`src/hdl/banked_rom_mapper_with_scanline_irq_macros.svh`:
```
// Assertion macros for the banked ROM mapper.
// Included by bmap_back, the module that carries assertions; depends on nothing else.
`ifndef BANKED_ROM_MAPPER_WITH_SCANLINE_IRQ_MACROS_SVH
`define BANKED_ROM_MAPPER_WITH_SCANLINE_IRQ_MACROS_SVH
`ifndef SYNTHESIS
`define BMAP_ASSERT_NOW(label, clk, rst, ante, cons) \
   label: assert property (@(posedge clk) disable iff (rst) (ante) |-> (cons)) \
      else $error("bmap assertion failed");
`define BMAP_ASSERT_NEXT(label, clk, rst, ante, cons) \
   label: assert property (@(posedge clk) disable iff (rst) (ante) |=> (cons)) \
      else $error("bmap assertion failed");
`else
`define BMAP_ASSERT_NOW(label, clk, rst, ante, cons)
`define BMAP_ASSERT_NEXT(label, clk, rst, ante, cons)
`endif
`endif

```
`src/hdl/bmap_pkg.sv`:
```
// Shared types and constants of the banked ROM mapper.
// Used by the front end, the queue, the back end, the top level and the testbench.
package bmap_pkg;

   typedef enum logic [1:0] {
      OP_WRITE = 2'd0,
      OP_PRG   = 2'd1,
      OP_CHR   = 2'd2,
      OP_TICK  = 2'd3
   } opcode_type;

   typedef enum logic [2:0] {
      REG_SELECT  = 3'd0,
      REG_BANK    = 3'd1,
      REG_MIRROR  = 3'd2,
      REG_UNUSED  = 3'd3,
      REG_LATCH   = 3'd4,
      REG_RELOAD  = 3'd5,
      REG_IRQ_OFF = 3'd6,
      REG_IRQ_ON  = 3'd7
   } reg_code_type;

   typedef enum logic [1:0] {
      KIND_NONE = 2'd0,
      KIND_PRG  = 2'd1,
      KIND_CHR  = 2'd2
   } kind_type;

   typedef struct packed {
      kind_type    kind;
      logic [7:0]  bank;
      logic [8:0]  count;
      logic [12:0] offset;
      logic        mirror;
      logic        irq;
   } entry_type;

   localparam int ADDRESS_WIDTH  = 15;
   localparam int DATA_WIDTH     = 8;
   localparam int OFFSET_WIDTH   = 19;
   localparam int CSR_INDEX_WIDTH = 1;
   localparam int CSR_DATA_WIDTH = 9;

   localparam logic [CSR_INDEX_WIDTH-1:0] CSR_PRG_COUNT = 1'b0;
   localparam logic [CSR_INDEX_WIDTH-1:0] CSR_CHR_COUNT = 1'b1;

   localparam logic [6:0] PRG_COUNT_RESET = 7'd2;
   localparam logic [8:0] CHR_COUNT_RESET = 9'd8;
   localparam logic [6:0] PRG_COUNT_MAX   = 7'd64;
   localparam logic [8:0] CHR_COUNT_MAX   = 9'd256;

endpackage

```
`src/hdl/bmap_front.sv`:
```
// Front end of the banked ROM mapper: takes request words, applies register writes and ticks,
// and picks the bank of each translation. Depends on bmap_pkg.
module bmap_front (
   input  logic                                    clock,
   input  logic                                    reset,
   input  logic                                    req_valid,
   input  logic [1:0]                              req_opcode,
   input  logic [bmap_pkg::ADDRESS_WIDTH-1:0]      req_address,
   input  logic [bmap_pkg::DATA_WIDTH-1:0]         req_write_data,
   input  logic                                    csr_write_enable,
   input  logic [bmap_pkg::CSR_INDEX_WIDTH-1:0]    csr_index,
   input  logic [bmap_pkg::CSR_DATA_WIDTH-1:0]     csr_write_data,
   input  logic                                    queue_full,
   output logic                                    push,
   output bmap_pkg::entry_type                     push_data
);

   logic [6:0] prg_count_ff, prg_count_in;
   logic [8:0] chr_count_ff, chr_count_in;
   logic [2:0] select_ff, select_in;
   logic       prg_mode_ff, prg_mode_in;
   logic       chr_mode_ff, chr_mode_in;
   logic [7:0] bank_regs_ff [8];
   logic [7:0] bank_regs_in [8];
   logic [7:0] latch_ff, latch_in;
   logic [7:0] irq_count_ff, irq_count_in;
   logic       irq_enable_ff, irq_enable_in;
   logic       reload_ff, reload_in;
   logic       mirror_ff, mirror_in;

   logic [6:0] prg_n;
   logic [8:0] chr_n;
   logic [7:0] prg_second;
   logic [7:0] prg_last;
   logic [7:0] prg_r6;
   logic [7:0] prg_r7;
   logic       chr_half;
   logic [2:0] chr_index;
   logic [7:0] chr_reg;
   bmap_pkg::reg_code_type reg_code;

   always_comb begin
      if (prg_count_ff == 7'd0) begin
         prg_n = 7'd1;
      end else if (prg_count_ff > bmap_pkg::PRG_COUNT_MAX) begin
         prg_n = bmap_pkg::PRG_COUNT_MAX;
      end else begin
         prg_n = prg_count_ff;
      end
      if (chr_count_ff == 9'd0) begin
         chr_n = 9'd1;
      end else if (chr_count_ff > bmap_pkg::CHR_COUNT_MAX) begin
         chr_n = bmap_pkg::CHR_COUNT_MAX;
      end else begin
         chr_n = chr_count_ff;
      end
      prg_second = {1'b0, prg_n} - 8'd2;
      prg_last   = {1'b0, prg_n} - 8'd1;
      prg_r6     = {2'b00, bank_regs_ff[6][5:0]};
      prg_r7     = {2'b00, bank_regs_ff[7][5:0]};
      chr_half   = req_address[12] ^ chr_mode_ff;
      if (chr_half) begin
         chr_index = 3'd2 + {1'b0, req_address[11:10]};
      end else begin
         chr_index = {2'b00, req_address[11]};
      end
      chr_reg  = bank_regs_ff[chr_index];
      reg_code = bmap_pkg::reg_code_type'({req_address[14:13], req_address[0]});
   end

   always_comb begin
      prg_count_in  = prg_count_ff;
      chr_count_in  = chr_count_ff;
      select_in     = select_ff;
      prg_mode_in   = prg_mode_ff;
      chr_mode_in   = chr_mode_ff;
      bank_regs_in  = bank_regs_ff;
      latch_in      = latch_ff;
      irq_count_in  = irq_count_ff;
      irq_enable_in = irq_enable_ff;
      reload_in     = reload_ff;
      mirror_in     = mirror_ff;
      push          = req_valid && !queue_full;
      push_data     = '0;
      push_data.kind = bmap_pkg::KIND_NONE;

      if (csr_write_enable) begin
         case (csr_index)
            bmap_pkg::CSR_PRG_COUNT: prg_count_in = csr_write_data[6:0];
            bmap_pkg::CSR_CHR_COUNT: chr_count_in = csr_write_data;
            default: ;
         endcase
      end

      if (push) begin
         case (bmap_pkg::opcode_type'(req_opcode))
            bmap_pkg::OP_WRITE: begin
               case (reg_code)
                  bmap_pkg::REG_SELECT: begin
                     select_in   = req_write_data[2:0];
                     prg_mode_in = req_write_data[6];
                     chr_mode_in = req_write_data[7];
                  end
                  bmap_pkg::REG_BANK:    bank_regs_in[select_ff] = req_write_data;
                  bmap_pkg::REG_MIRROR:  mirror_in = req_write_data[0];
                  bmap_pkg::REG_UNUSED:  ;
                  bmap_pkg::REG_LATCH:   latch_in = req_write_data;
                  bmap_pkg::REG_RELOAD:  reload_in = 1'b1;
                  bmap_pkg::REG_IRQ_OFF: irq_enable_in = 1'b0;
                  bmap_pkg::REG_IRQ_ON:  irq_enable_in = 1'b1;
                  default: ;
               endcase
            end
            bmap_pkg::OP_PRG: begin
               push_data.kind   = bmap_pkg::KIND_PRG;
               push_data.count  = {2'b00, prg_n};
               push_data.offset = req_address[12:0];
               case (req_address[14:13])
                  2'd0:    push_data.bank = prg_mode_ff ? prg_second : prg_r6;
                  2'd1:    push_data.bank = prg_r7;
                  2'd2:    push_data.bank = prg_mode_ff ? prg_r6 : prg_second;
                  default: push_data.bank = prg_last;
               endcase
            end
            bmap_pkg::OP_CHR: begin
               push_data.kind   = bmap_pkg::KIND_CHR;
               push_data.count  = chr_n;
               push_data.offset = {3'b000, req_address[9:0]};
               push_data.bank   = chr_half ? chr_reg : {chr_reg[7:1], req_address[10]};
            end
            default: begin
               if (irq_count_ff == 8'd0 || reload_ff) begin
                  irq_count_in = latch_ff;
                  reload_in    = 1'b0;
               end else begin
                  irq_count_in = irq_count_ff - 8'd1;
               end
               push_data.irq = (irq_count_in == 8'd0) && irq_enable_ff;
            end
         endcase
      end
      push_data.mirror = mirror_in;
   end

   always_ff @(posedge clock) begin
      if (reset) begin
         prg_count_ff  <= bmap_pkg::PRG_COUNT_RESET;
         chr_count_ff  <= bmap_pkg::CHR_COUNT_RESET;
         select_ff     <= 3'd0;
         prg_mode_ff   <= 1'b0;
         chr_mode_ff   <= 1'b0;
         bank_regs_ff  <= '{default: 8'd0};
         latch_ff      <= 8'd0;
         irq_count_ff  <= 8'd0;
         irq_enable_ff <= 1'b0;
         reload_ff     <= 1'b0;
         mirror_ff     <= 1'b1;
      end else begin
         prg_count_ff  <= prg_count_in;
         chr_count_ff  <= chr_count_in;
         select_ff     <= select_in;
         prg_mode_ff   <= prg_mode_in;
         chr_mode_ff   <= chr_mode_in;
         bank_regs_ff  <= bank_regs_in;
         latch_ff      <= latch_in;
         irq_count_ff  <= irq_count_in;
         irq_enable_ff <= irq_enable_in;
         reload_ff     <= reload_in;
         mirror_ff     <= mirror_in;
      end
   end

endmodule

```
`src/hdl/bmap_queue.sv`:
```
// Two-word queue between the front end and the back end of the mapper.
// Holds bmap_pkg::entry_type words; depends on bmap_pkg.
module bmap_queue (
   input  logic                clock,
   input  logic                reset,
   input  logic                push,
   input  bmap_pkg::entry_type push_data,
   output logic                full,
   input  logic                pop,
   output bmap_pkg::entry_type pop_data,
   output logic                empty
);

   bmap_pkg::entry_type mem_ff [2];
   logic       wr_ptr_ff, wr_ptr_in;
   logic       rd_ptr_ff, rd_ptr_in;
   logic [1:0] fill_ff, fill_in;

   assign full     = (fill_ff == 2'd2);
   assign empty    = (fill_ff == 2'd0);
   assign pop_data = mem_ff[rd_ptr_ff];

   always_comb begin
      wr_ptr_in = push ? !wr_ptr_ff : wr_ptr_ff;
      rd_ptr_in = pop ? !rd_ptr_ff : rd_ptr_ff;
      fill_in   = fill_ff + {1'b0, push} - {1'b0, pop};
   end

   always_ff @(posedge clock) begin
      if (push) begin
         mem_ff[wr_ptr_ff] <= push_data;
      end
   end

   always_ff @(posedge clock) begin
      if (reset) begin
         wr_ptr_ff <= 1'b0;
         rd_ptr_ff <= 1'b0;
         fill_ff   <= 2'd0;
      end else begin
         wr_ptr_ff <= wr_ptr_in;
         rd_ptr_ff <= rd_ptr_in;
         fill_ff   <= fill_in;
      end
   end

endmodule

```
`src/hdl/bmap_back.sv`:
```
// Back end of the mapper: reduces the bank modulo the bank count one bit per cycle
// and holds the result word for the consumer. Depends on bmap_pkg and the macro header.
`include "banked_rom_mapper_with_scanline_irq_macros.svh"

module bmap_back (
   input  logic                                clock,
   input  logic                                reset,
   input  logic                                queue_empty,
   input  bmap_pkg::entry_type                 pop_data,
   output logic                                pop,
   output logic                                rsp_valid,
   input  logic                                rsp_stall,
   output logic [bmap_pkg::OFFSET_WIDTH-1:0]   rsp_rom_offset,
   output logic                                rsp_mirror_horizontal,
   output logic                                rsp_irq_request
);

   typedef enum logic [1:0] {
      S_IDLE,
      S_DIV,
      S_DONE
   } state_type;

   state_type         state_ff;
   bmap_pkg::kind_type kind_ff;
   logic [7:0]        bank_ff;
   logic [8:0]        count_ff;
   logic [8:0]        rem_ff;
   logic [12:0]       offset_ff;
   logic              mirror_ff;
   logic              irq_ff;
   logic [2:0]        step_ff;
   logic              rsp_valid_ff;
   logic [bmap_pkg::OFFSET_WIDTH-1:0] rsp_offset_ff;
   logic              rsp_mirror_ff;
   logic              rsp_irq_ff;

   logic [9:0]  shifted;
   logic [9:0]  trial;
   logic [8:0]  rem_in;
   logic        out_free;
   logic [bmap_pkg::OFFSET_WIDTH-1:0] offset_in;

   assign pop                   = (state_ff == S_IDLE) && !queue_empty;
   assign out_free              = !rsp_valid_ff || !rsp_stall;
   assign rsp_valid             = rsp_valid_ff;
   assign rsp_rom_offset        = rsp_offset_ff;
   assign rsp_mirror_horizontal = rsp_mirror_ff;
   assign rsp_irq_request       = rsp_irq_ff;

   always_comb begin
      shifted = {rem_ff, bank_ff[7]};
      trial   = shifted - {1'b0, count_ff};
      rem_in  = (shifted >= {1'b0, count_ff}) ? trial[8:0] : shifted[8:0];
      case (kind_ff)
         bmap_pkg::KIND_PRG: offset_in = {rem_ff[5:0], offset_ff};
         bmap_pkg::KIND_CHR: offset_in = {1'b0, rem_ff[7:0], offset_ff[9:0]};
         default:            offset_in = '0;
      endcase
   end

   always_ff @(posedge clock) begin
      if (reset) begin
         state_ff     <= S_IDLE;
         rsp_valid_ff <= 1'b0;
         step_ff      <= 3'd0;
      end else begin
         if (rsp_valid_ff && !rsp_stall && state_ff != S_DONE) begin
            rsp_valid_ff <= 1'b0;
         end
         case (state_ff)
            S_IDLE: begin
               if (pop) begin
                  kind_ff   <= pop_data.kind;
                  bank_ff   <= pop_data.bank;
                  count_ff  <= pop_data.count;
                  offset_ff <= pop_data.offset;
                  mirror_ff <= pop_data.mirror;
                  irq_ff    <= pop_data.irq;
                  rem_ff    <= 9'd0;
                  step_ff   <= 3'd0;
                  state_ff  <= (pop_data.kind == bmap_pkg::KIND_NONE) ? S_DONE : S_DIV;
               end
            end
            S_DIV: begin
               rem_ff  <= rem_in;
               bank_ff <= {bank_ff[6:0], 1'b0};
               step_ff <= step_ff + 3'd1;
               if (step_ff == 3'd7) begin
                  state_ff <= S_DONE;
               end
            end
            S_DONE: begin
               if (out_free) begin
                  rsp_valid_ff  <= 1'b1;
                  rsp_offset_ff <= offset_in;
                  rsp_mirror_ff <= mirror_ff;
                  rsp_irq_ff    <= irq_ff;
                  state_ff      <= S_IDLE;
               end
            end
            default: state_ff <= S_IDLE;
         endcase
      end
   end

   `BMAP_ASSERT_NOW(a_div_has_map_kind, clock, reset, state_ff == S_DIV, kind_ff != bmap_pkg::KIND_NONE)
   `BMAP_ASSERT_NOW(a_rem_below_count, clock, reset, state_ff == S_DIV, rem_ff < count_ff)
   `BMAP_ASSERT_NEXT(a_pop_starts_work, clock, reset, pop, state_ff == S_DIV || state_ff == S_DONE)

endmodule

```
`src/hdl/banked_rom_mapper_with_scanline_irq.sv`:
```
// Banked ROM mapper with scanline interrupt counter: top level.
// A register write or a scanline tick skips the division and goes straight to its result word; a program
// or character translation waits on the bit-serial remainder unit in the back end, which reduces the
// 8-bit bank modulo the bank count in eight steps and works on one word at a time. Request words are
// taken into a two-word queue, so up to four words may be in flight while a result waits on rsp_stall.
// Depends on bmap_pkg, bmap_front, bmap_queue and bmap_back.
module banked_rom_mapper_with_scanline_irq (
   input  logic                                  clock,
   input  logic                                  reset,
   input  logic                                  req_valid,
   output logic                                  req_stall,
   input  logic [1:0]                            req_opcode,
   input  logic [bmap_pkg::ADDRESS_WIDTH-1:0]    req_address,
   input  logic [bmap_pkg::DATA_WIDTH-1:0]       req_write_data,
   output logic                                  rsp_valid,
   input  logic                                  rsp_stall,
   output logic [bmap_pkg::OFFSET_WIDTH-1:0]     rsp_rom_offset,
   output logic                                  rsp_mirror_horizontal,
   output logic                                  rsp_irq_request,
   input  logic                                  csr_write_enable,
   input  logic [bmap_pkg::CSR_INDEX_WIDTH-1:0]  csr_index,
   input  logic [bmap_pkg::CSR_DATA_WIDTH-1:0]   csr_write_data
);

   logic                queue_full;
   logic                queue_empty;
   logic                push;
   logic                pop;
   bmap_pkg::entry_type push_data;
   bmap_pkg::entry_type pop_data;

   assign req_stall = queue_full;

   bmap_front u_front (
      .clock            (clock),
      .reset            (reset),
      .req_valid        (req_valid),
      .req_opcode       (req_opcode),
      .req_address      (req_address),
      .req_write_data   (req_write_data),
      .csr_write_enable (csr_write_enable),
      .csr_index        (csr_index),
      .csr_write_data   (csr_write_data),
      .queue_full       (queue_full),
      .push             (push),
      .push_data        (push_data)
   );

   bmap_queue u_queue (
      .clock     (clock),
      .reset     (reset),
      .push      (push),
      .push_data (push_data),
      .full      (queue_full),
      .pop       (pop),
      .pop_data  (pop_data),
      .empty     (queue_empty)
   );

   bmap_back u_back (
      .clock                 (clock),
      .reset                 (reset),
      .queue_empty           (queue_empty),
      .pop_data              (pop_data),
      .pop                   (pop),
      .rsp_valid             (rsp_valid),
      .rsp_stall             (rsp_stall),
      .rsp_rom_offset        (rsp_rom_offset),
      .rsp_mirror_horizontal (rsp_mirror_horizontal),
      .rsp_irq_request       (rsp_irq_request)
   );

endmodule

```
`config.mk`:
```
export PLATFORM = sky130hd
export DESIGN_NAME = banked_rom_mapper_with_scanline_irq
export DESIGN_NICKNAME = d
export VERILOG_FILES = /design/src/hdl/bmap_pkg.sv /design/src/hdl/bmap_front.sv /design/src/hdl/bmap_queue.sv /design/src/hdl/bmap_back.sv /design/src/hdl/banked_rom_mapper_with_scanline_irq.sv
export VERILOG_INCLUDE_DIRS = /design/src /design/src/hdl
export SDC_FILE = /design/constraint.sdc
export NUM_CORES = 1
export LEC_CHECK = 0
export BUFFER_PORTS_ARGS = -buffer_cell sky130_fd_sc_hd__buf_2
export CORE_UTILIZATION = 25
export CTS_CLUSTER_SIZE = 24
export DETAILED_ROUTE_END_ITERATION = 10
export SETUP_SLACK_MARGIN = 0.3
export SYNTH_ARGS = -nofsm -noshare
export SYNTH_HDL_FRONTEND = slang
export SYNTH_SLANG_ARGS = --single-unit
```
`constraint.sdc`:
```
create_clock -name clock -period 5.6 [get_ports clock]
set_input_delay 1.12 -clock clock [delete_from_list [all_inputs] [get_ports clock]]
set_output_delay 1.12 -clock clock [all_outputs]
set_load 0.03 [all_outputs]
```
==> summary.txt <==
status = finished, final reports clean
vias in the first global route = 7,258
Max Buffers Root-to-Sink = 3
Fmax = 0.3382 GHz
vias = 7,483
worst hold slack = 0.4375 ns
Final Cycle Share = 52.79%
Yosys reg bits = 241
Tot GR Track Use = 11.75%
largest net degree at the start of global routing = 66
nets = 1,102
I/O Pins = 63
Site Rows = 76
post-synth net total = 1,065
placer's final routability congestion estimate = 0.8110
Final ANT Viol Nets = 0
synthesized area = 10,990 µm²
grt total ovfl = 0
number of remaining DRC errors = 0
Hold WC Path Type = flop to flop
Max Slew Vio Count = 0
worst rel slew slack = 24.01%
synth warn = 0
die width = 211.6 µm
Area growth, synth to finish = 16.10%
hold path depth = 0
clock latency on the worst-skew pair = 0.57 ns
1st-iter DRT viols = 477
drt via density = 4.557
final hold violations = 0
drt total wl = 26,180 µm
reg2reg end = u_queue.mem_ff[0][0]$_DFFE_PP_
ratio of cells with drive above 1 in the final layout = 15.04%
clk_skew = 0.02559 ns
Crit Path Class = flop to flop
Initial Util = 25.45%
ys flop type = edfxtp_1
Netlist cell types = 65
P per Cell Area = 394.9 nW/µm²
Fin Setup TNS = 0 ns
crit path time final = 2.956 ns
post_cts resized = 0
Worst Path Max Fanout = 6
Mapped Cells = 999
initial antenna violation count = 3
Startpoint Class = flop
FF-to-FF path depth = 7
worst endpoint required time = 5.86 ns
Worst-path clk slew = 0.06 ns
Core ar. = 43,170 µm²
Port Buffers = 62
Setup violations, final = 0
first-pass GRT wire length = 40,780 µm
Post-CTS Setup Repair Bufs = 0
slew at the pin with the worst max-slew slack = 1.133 ns
Critical Path End = u_queue.mem_ff[0][0]$_DFFE_PP_
TritonCTS buffer count = 27
die height = 211.6 µm
MaxCap Viol Count = 0
register area share after synthesis = 55.94%
ys async rst share = 0%
clock tree from TritonCTS = done
CP Capture Type = flop
wire per inst = 15.95 µm
worst vdd ir = 229.6 µV
clk sink count = 241
Mean Syn Cell Area = 11.00 µm²
CTS H-tree lvls = 1
antenna cells = 0
DP Wirelength = 17,750 µm
Critical Path Source = u_front.irq_count_ff[0]$_SDFFE_PP0P_
r2r setup slk = 2.64 ns
DRT Pass-1 Iters = 5
die footprint = 44,790 µm²
Worst EP arrival = 3.21 ns
LEAKAGE = 4.530 nW
Post-CTS Hold Fix Bufs = 0
Post-synth EDFFs = 132
RR Startpoint = u_front.irq_count_ff[0]$_SDFFE_PP0P_
CTS root buffer = clkbuf_16
unrepaired setup endpoints after global routing = false
## how the worst min path moves through the flow
stage | start | endpoint | slack, ns
floorplan | u_back.irq_ff$_DFFE_PP_ | u_back.rsp_irq_request$_DFFE_PP_ | 0.40
global placement | u_back.mirror_ff$_DFFE_PP_ | u_back.rsp_mirror_horizontal$_DFFE_PP_ | 0.42
detailed placement | u_back.mirror_ff$_DFFE_PP_ | u_back.rsp_mirror_horizontal$_DFFE_PP_ | 0.43
CTS | u_back.mirror_ff$_DFFE_PP_ | u_back.rsp_mirror_horizontal$_DFFE_PP_ | 0.45
global route | u_back.mirror_ff$_DFFE_PP_ | u_back.rsp_mirror_horizontal$_DFFE_PP_ | 0.45
finish | u_back.mirror_ff$_DFFE_PP_ | u_back.rsp_mirror_horizontal$_DFFE_PP_ | 0.44
## where the power goes
part / total [W] / switching [W] / leakage (nW) / internal, W
registers: 0.00225 / 0.0000940 / 2.14 / 0.00215
logic: 0.00104 / 0.000653 / 1.95 / 0.000383
clock network: 0.00175 / 0.000729 / 0.434 / 0.00102
## critical path, cell delays in order, from the launching register on
cell	delay, ns
dfxtp_1	0.42
inv_1	0.13
ha_1	0.24
nor3b_1	0.19
a21oi_1	0.53
mux2i_1	0.33
o211ai_1	0.14
nor4_1	0.67
## stage by stage
stage / total power [W] / utilization (%) / cells / worst slack (ns) / instance area (µm²)
after floorplan: 0.003027 / - / 999 / 1.063 / 10990
after global placement: 0.003313 / 27.50 / 1592 / 2.252 / 11870
after detailed placement: 0.003337 / 27.50 / 1592 / 2.194 / 11870
after CTS: 0.005117 / 29.55 / 1642 / 2.724 / 12760
after global routing: 0.005306 / 29.55 / 1642 / 2.505 / 12760
final: 0.005037 / 29.55 / 1642 / 2.644 / 12760
## metal layers
metal / vias to the layer above / wire length (µm) / GRT usage, %
met5: - / 0 / 0
met4: 0 / 723 / 3.948
met3: 50 / 1448 / 2.240
met2: 171 / 12360 / 19.90
met1: 3598 / 11650 / 14.92
li1: 3664 / - / -
## cell usage after synthesis (all sizes together), types with 6 or more instances
master | number | area share (%)
a21oi | 45 | 2.0
buf | 11 | 0.51
nor3b | 7 | 0.58
and3 | 6 | 0.34
edfxtp | 132 | 36
nand2b | 8 | 0.46
mux2 | 29 | 3.0
mux2i | 91 | 8.3
and2 | 22 | 1.3
o21a | 7 | 0.48
clkbuf | 52 | 1.8
nor2 | 142 | 4.9
nor3 | 19 | 0.97
ha | 25 | 2.8
nand3 | 11 | 0.50
nand4 | 12 | 0.82
a211oi | 13 | 0.89
inv | 32 | 1.1
o21ai | 27 | 1.2
o31ai | 6 | 0.41
nand2 | 74 | 2.5
nor4 | 10 | 1.2
a22oi | 18 | 1.2
xnor2 | 9 | 0.72
dfxtp | 109 | 20
nor2b | 13 | 0.74
## cell type report
class	count	area, µm²
Clock buffer	38	780.7
Clock inverter	12	102.6
Fill cell	4502	30420
Inverter	33	123.9
Multi-Input combinational cell	662	4491
Sequential cell	241	6146
Tap cell	585	732.0
Timing Repair Buffer	71	380.4
## cells in the final DEF (no fill, tap or decap), types with 6 or more instances in the layout
master     synthesis  layout
edfxtp_1         132     132
a22oi_1           18      18
nor2b_1           13      13
buf_2              6      61
nand2_1           74      74
a211oi_1          13      13
nor3_1            18      18
and2_1            22      22
clkbuf_16          0      30
nand3_1           11      11
nor2_1           142     140
o21ai_0           27      27
and3_1             6       6
nand2b_1           8       8
a21oi_1           45      45
xnor2_1            9       9
clkbuf_1          50       8
dfxtp_1          109     109
nand4_1           11      11
ha_1              25      25
mux2_2            29      29
buf_4              2      10
o31ai_1            6       6
o21a_1             7       7
inv_1             32      32
mux2i_1           91      91
## kinds of logic after synthesis
logic type               after synthesis  synth area share [%]
adder cells (fa/ha/maj)               26                 3.029
flip-flops                           241                 55.94
multiplexers                         122                 11.67
AND/OR/NAND/NOR                      342                 15.43
XOR/XNOR                              14                 1.116
buffers and inverters                 96                 3.439
AO/OA/AOI/OAI                        158                 9.373
## registers in the layout, indices dropped and copies added, names as in the netlist, 2 cells and up, named ones only
signal,flops
u_back.offset_ff,13
u_back.rsp_rom_offset,19
u_back.state_ff,2
u_front.latch_ff,8
u_back.bank_ff,8
u_back.rem_ff,9
u_front.select_ff,3
u_back.count_ff,9
u_back.step_ff,3
u_queue.mem_ff,68
u_front.prg_count_ff,7
u_back.kind_ff,2
u_queue.fill_ff,2
u_front.irq_count_ff,8
u_front.chr_count_ff,9
u_front.bank_regs_ff,58
(Power assumes the default switching activity.)
